File: config.mk
export PLATFORM = sky130hd
export DESIGN_NAME = rxas_cell
export DESIGN_NICKNAME = d
export VERILOG_FILES = /design/src/sv/rxas_pkg.sv /design/src/sv/rxas_cell.sv
export SDC_FILE = /design/constraint.sdc
export NUM_CORES = 1
export LEC_CHECK = 0
export BUFFER_PORTS_ARGS = -buffer_cell sky130_fd_sc_hd__buf_2
export CAP_MARGIN = 30
export CORE_UTILIZATION = 42
export DETAILED_ROUTE_END_ITERATION = 8
export GPL_TIMING_DRIVEN = 1
export HOLD_SLACK_MARGIN = 0.12
export PLACE_DENSITY_LB_ADDON = 0.12
export SYNTH_ARGS = -nofsm -noshare
export SYNTH_HDL_FRONTEND = slang
export SYNTH_SLANG_ARGS = --single-unit
File: constraint.sdc
create_clock -name clock -period 1.5 [get_ports clock]
set_input_delay 0.15 -clock clock [delete_from_list [all_inputs] [get_ports clock]]
set_output_delay 0.15 -clock clock [all_outputs]
set_load 0.005 [all_outputs]
File: src/sv/rxas_pkg.sv
// ----------------------------------------------------------------------------
// rxas_pkg
// Types and constants shared by the RX anomaly score block and its checker.
// ----------------------------------------------------------------------------
`default_nettype none

package rxas_pkg;

   localparam logic [1:0] FUNC_MEAN   = 2'd0;
   localparam logic [1:0] FUNC_COV    = 2'd1;
   localparam logic [1:0] FUNC_SAMPLE = 2'd2;

   localparam int DIFF_W  = 21;
   localparam int MEAN_W  = 20;
   localparam int COEF_W  = 32;
   localparam int SCORE_W = 48;
   localparam int BC_W    = 6;
   localparam logic [BC_W-1:0] BC_RESET = 6'd32;

   typedef struct packed {
      logic [1:0]         func;
      logic [4:0]         row_index;
      logic [4:0]         col_index;
      logic signed [31:0] value;
   } req_type;

   typedef struct packed {
      logic [SCORE_W-1:0] score;
      logic               saturated;
   } rsp_type;

   typedef struct packed {
      logic load;
      logic shift;
   } cell_ctrl_type;

   typedef enum logic [3:0] {
      ST_IDLE,
      ST_DIFF,
      ST_DIAG,
      ST_MAC,
      ST_DRAIN,
      ST_MLO,
      ST_MHI,
      ST_SUM,
      ST_ACC,
      ST_OUT
   } state_type;

endpackage

`default_nettype wire

File: src/sv/rxas_cell.sv
// ----------------------------------------------------------------------------
// rxas_cell
// One cell of the difference ring: holds one band difference and passes it on.
// ----------------------------------------------------------------------------
`default_nettype none

module rxas_cell (
   input  wire logic                              clock,
   input  wire rxas_pkg::cell_ctrl_type           ctrl,
   input  wire logic signed [rxas_pkg::DIFF_W-1:0] load_data,
   input  wire logic signed [rxas_pkg::DIFF_W-1:0] from_next,
   output logic      signed [rxas_pkg::DIFF_W-1:0] diff
);
   import rxas_pkg::*;

   logic signed [DIFF_W-1:0] diff_ff;
   logic signed [DIFF_W-1:0] diff_in;

   always_comb begin
      diff_in = diff_ff;
      if (ctrl.load) begin
         diff_in = load_data;
      end else if (ctrl.shift) begin
         diff_in = from_next;
      end
   end

   always_ff @(posedge clock) begin
      diff_ff <= diff_in;
   end

   assign diff = diff_ff;

endmodule

`default_nettype wire

==> reports/summary.txt, run 1 <==
Seq/Total Area, Yosys - 70.4%
Post-route ant nets - 0
Final instance area - 1270 um2
Placer Congestion - 0.647
Worst-path clk slew - 0.11 ns
# fillers - 155
Worst Setup End Kind - output pin
Crit-path max FO - 1
Die H - 48.2 um
Internal power - 945 uW
1st-iter DRT viols - 5
Placed Instance Area - 1250 um2
Max Root-Sink Buffers - 2
Commonest non-fill, non-tap cell in the layout - buf_2
Status - completed
Sw power - 250 uW
Slew Limit Fails - 0
Sw Share - 20.9%
Final setup vio count - 0
Final Critical Period - 0.976 ns
Root buf cell - clkbuf_4
Fraction of layout cells with a size suffix above 1 - 80.7%
First-pass GRT wire length - 2.21 mm
Post-CTS Resized - 0
Setup_tns - 0 ns
Leak - 0.000579 uW
Yosys reg bits - 21
Achievable Freq - 1020 MHz
Via count - 629
Yosys warning count - 0
Routed WL - 1.55 mm
Initial antenna violation count - 0
GRT Overall Usage - 14.2%
Die W - 48.2 um
Row cnt - 16
Core Box Area - 1980 um2
Die ar. - 2320 um2
Final period utilization - 65.1%
Io pins - 66
Gate Count Post-Synth - 45
CP delay by family, top - flip-flops
CTS tree - done
Setup bufs post-CTS - 0
DRC Markers - 0
Share of power burned in the clock network - 22.2%
Reg power frac - 61.2%
Critical path class - register to output pin
Hold Crit Class - primary input to register
Vias in the first global route - 544
Critical Path AT - 0.83 ns
Total CTS buffers - 3
RSZ-0062 raised after global routing - false
Relative slew slack - 68.4%
Most frequent cells in the layout - buf_2 (65), mux2_2 (21), edfxtp_1 (21), clkbuf_4 (3), buf_4 (2)
Fin nets - 160
Antenna diodes - 0
Max reg flops - 21
Power Density - 938 nW/um2
Hold Violations, Final - 0
Slowest stage delay, CP - 0.39 ns
CP Launch Type - register
Global route overflow - 0
Pre-CTS setup slack - 0.409 ns
Tot Pwr - 1200 uW
Worst path slowest cell - edfxtp_1
Buffers and inverters on the worst path - 1
Comb power frac - 16.5%
Drt via density - 4.46
Final setup margin - 0.524 ns
Worst EP required - 1.35 ns
Effective utilization at floorplan - 45.2%
Post-synthesis cell area - 896 um2
Cells along the critical path - buf_2
CTS H-tree lvls - 1
Largest net degree at the start of global routing - 22
CTS Sinks - 21
P&R area growth vs syn - 42.2%
PortBufs - 65
WHS - 0.144 ns
Hold Buf Count CTS - 0
Distinct cells, synth - 4
VDD IR max - 0.000562 V
Max-cap viol count - 0
Syn Nets - 90
Worst slew pin tran - 0.475 ns
First drt pass iteration count - 4
Wire per inst - 11.0 um
Syn_area_per_cell - 19.9 um2
## per-stage QoR
| stage | cells | utilization [%] |
|---|---|---|
| after detailed placement | 137 | 62.9 |
| after CTS | 141 | 64.3 |
| final | 141 | 64.3 |
| after global placement | 137 | 62.9 |
| after floorplan | 45 | - |
| after global routing | 141 | 64.3 |
## final cells by class
cell class	instances	area (um2)	share of cell area (%)
clock buffers	4	26.3	2.06
multi-input cells	22	243	19.1
flip-flops and latches	21	631	49.5
well taps	27	33.8	2.65
repair buffers	67	340	26.7
## metal layers
layer  GRT usage [%]  up-vias  wire [um]
met1            17.1      277        625
met5               0        -          0
li1                -      314          -
met3            4.07        0        129
met4            7.78        0          0
met2            22.9       38        797
## synth_stat cells
master	instances	area share (%)
edfxtp_1	21	70
mux2_2	21	26
buf_6	2	2.5
or2_2	1	0.70
## power groups by stage
| stage | clock, uW | sequential, uW | combinational, uW |
|---|---|---|---|
| 3_3_place_gp | 0 | 746 | 197 |
| 5_1_grt | 300 | 741 | 223 |
| 2_1_floorplan | 0 | 759 | 67.3 |
| 6_report | 266 | 732 | 198 |
| 3_5_place_dp | 0 | 746 | 200 |
| 4_1_cts | 279 | 733 | 201 |
## cells by family after synthesis
family	synth area share [%]
buf+inv	2.51
simple gates	0.699
mux	26.4
flops	70.4
## final timing paths
check	from	end	slack (ns)	depth (start not counted)
worst max-delay path	diff[3]$_DFFE_PP_	diff[3]	0.52	1
worst min-delay path	from_next[19]	diff[19]$_DFFE_PP_	0.14	2
No activity file was read; power rests on OpenSTA's default activity.
==> inputs of run 2 (changes only) <==
--- a/config.mk
+++ b/config.mk
@@ -7,7 +7,7 @@
 export LEC_CHECK = 0
 export BUFFER_PORTS_ARGS = -buffer_cell sky130_fd_sc_hd__buf_2
 export CAP_MARGIN = 30
-export CORE_UTILIZATION = 42
+export CORE_UTILIZATION = 35
 export DETAILED_ROUTE_END_ITERATION = 8
 export GPL_TIMING_DRIVEN = 1
 export HOLD_SLACK_MARGIN = 0.12
==> constraint.sdc (replaced) <==
create_clock -name clock -period 0.8 [get_ports clock]
set_input_delay 0.08 -clock clock [delete_from_list [all_inputs] [get_ports clock]]
set_output_delay 0.08 -clock clock [all_outputs]
set_load 0.005 [all_outputs]
==> run 2 against run 1 <==
  * Cell count is 0.71% higher
  * Non-clock buffer count stayed put
  * The run now ends with setup timing left
  * Worst hold slack worse by 0.062 ns
  * Cell area is 1.3% higher
  * Critical path type unchanged
  * Highest routed layer unchanged
  * Clock power is 81% higher
  * Critical endpoint is now diff[16]
  * Global-route usage shrank 0.53 points
  * Critical path depth did not move
==> reports/summary.txt, run 2 (synthesis results as in run 1) <==
Relative slew slack - 81.2% (was 68.4%)
1st-iter DRT viols - 4 (was 5)
Crit path from - diff[16]$_DFFE_PP_ (was diff[3]$_DFFE_PP_)
Worst-path clk slew - 0.11 ns (about the same)
Row cnt - 17 (was 16)
Setup bufs post-CTS - 0 (unchanged)
Most frequent cells in the layout - buf_2 (65), mux2_2 (21), edfxtp_1 (21), clkbuf_4 (3) (was buf_2 (65), mux2_2 (21), edfxtp_1 (21), clkbuf_4 (3), buf_4 (2))
Status - finished, violations left (was completed)
Worst Setup End Kind - output pin (unchanged)
# fillers - 204 (was 155)
Met2 Use GR - 24.9% (was 22.9%)
Fraction of layout cells with a size suffix above 1 - 80.7% (unchanged)
Post-CTS Resized - 0 (unchanged)
Wire per inst - 12.1 um (was 11.0 um)
First-pass GRT wire length - 2.68 mm (was 2.21 mm)
Power Density - 1740 nW/um2 (was 938 nW/um2)
Max Root-Sink Buffers - 2 (unchanged)
GRT Overall Usage - 13.7% (was 14.2%)
First drt pass iteration count - 4 (unchanged)
Critical path class - register to output pin (unchanged)
Die ar. - 2770 um2 (was 2320 um2)
Met3 GRT Util - 4.35% (was 4.07%)
DRC Markers - 0 (unchanged)
Final period utilization - 112%
Worst slew pin tran - 0.282 ns (was 0.475 ns)
Crit-path max FO - 1 (unchanged)
Setup_tns - -1.65 ns (was 0 ns)
Via count - 653 (was 629)
Worst path slowest cell - edfxtp_1 (unchanged)
Max-cap viol count - 0 (unchanged)
Buffers and inverters on the worst path - 1 (unchanged)
Top Usage Layer GRT - met2 (unchanged)
Cells along the critical path - buf_2 (unchanged)
WHS - 0.0822 ns (was 0.144 ns)
Hold Violations, Final - 0 (unchanged)
Hold Crit Class - primary input to register (unchanged)
Placed cell count - 138 (was 137)
Tot Pwr - 2240 uW (was 1200 uW)
Sequential Area - 631 um2 (unchanged)
Placer Congestion - 0.618 (was 0.647)
CP Launch Type - register (unchanged)
Leak - 0.000585 uW (was 0.000579 uW)
Slew Limit Fails - 0 (unchanged)
Area of the multi-input gates - 245 um2 (was 243 um2)
Final Critical Period - 0.899 ns
Critical Path Sink - diff[16] (was diff[3])
Critical Path AT - 0.82 ns (was 0.83 ns)
Post-route non-filler standard cell count - 142 (was 141)
RSZ-0062 raised after global routing - true (was false)
CTS tree - done (unchanged)
CTS H-tree lvls - 1 (unchanged)
CP Depth - 1 (unchanged)
Initial antenna violation count - 0 (unchanged)
Met1 usage - 15.0% (was 17.1%)
Die W - 52.6 um (was 48.2 um)
Slowest stage delay, CP - 0.39 ns (about the same)
Utilization after layout - 55.6% (was 64.3%)
Max reg flops - 21 (unchanged)
Routed WL - 1.72 mm (was 1.55 mm)
Die H - 52.6 um (was 48.2 um)
Largest net degree at the start of global routing - 22 (unchanged)
CP delay by family, top - flip-flops (unchanged)
Drt via density - 4.60 (was 4.46)
P&R area growth vs syn - 44.0% (was 42.2%)
Achievable Freq - 1110 MHz
Io pins - 66 (unchanged)
PortBufs - 65 (unchanged)
CTS Sinks - 21 (unchanged)
Commonest non-fill, non-tap cell in the layout - buf_2 (unchanged)
Failing checks - setup timing
Global route overflow - 0 (unchanged)
Post-route ant nets - 0 (unchanged)
Final setup vio count - 21 (was 0)
Total CTS buffers - 3 (unchanged)
Final setup margin - -0.0988 ns (was 0.524 ns)
Fin nets - 160 (unchanged)
Vias in the first global route - 645 (was 544)
Effective utilization at floorplan - 38.6% (was 45.2%)
Root buf cell - clkbuf_4 (unchanged)
Core Box Area - 2320 um2 (was 1980 um2)
Worst EP required - 0.72 ns (was 1.35 ns)
VDD IR max - 0.00139 V (was 0.000562 V)
Antenna diodes - 0 (unchanged)
## run 2: cell counts in the layout (fill, tap and decap cells not counted)
Identical to the previous run, type by type.
## run 2: worst min-delay path by stage
stage / startpoint / end / slack, ns / cells after the start
after global placement: load_data[6] / diff[6]$_DFFE_PP_ / 0.38 / 2
final: load_data[18] / diff[18]$_DFFE_PP_ / 0.08 / 2
after CTS: load_data[18] / diff[18]$_DFFE_PP_ / 0.07 / 2
after detailed placement: load_data[10] / diff[10]$_DFFE_PP_ / 0.38 / 2
after floorplan: from_next[0] / diff[0]$_DFFE_PP_ / 0.30 / 1
after global routing: from_next[6] / diff[6]$_DFFE_PP_ / 0.07 / 2
## run 2: per-stage QoR
stage                     cell area (um2)  worst slack [ns]
after floorplan                       898            0.0118
after global placement               1260            -0.183
after detailed placement             1260            -0.209
after CTS                            1290            -0.115
after global routing                 1290            -0.146
final                                1290           -0.0988
## run 2: layout make-up
class	instances	share of cell area [%]
sequential	21	48.9
clock buffer	4	2.04
timing repair buffer	67	27.4
multi-input combinational	22	19.0
tap	28	2.72
## run 2: where the power goes
| part | leakage (uW) | switching [uW] | total [uW] | internal, uW |
|---|---|---|---|---|
| registers | 0.000214 | 29.6 | 1380 | 1350 |
| clock network | 0.0000150 | 287 | 481 | 194 |
| logic | 0.000356 | 142 | 381 | 239 |
## run 2: layer usage
| metal | up-vias | wire [um] |
|---|---|---|
| met5 | - | 0 |
| met2 | 43 | 871 |
| li1 | 315 | - |
| met4 | 0 | 0 |
| met3 | 0 | 160 |
| met1 | 295 | 692 |
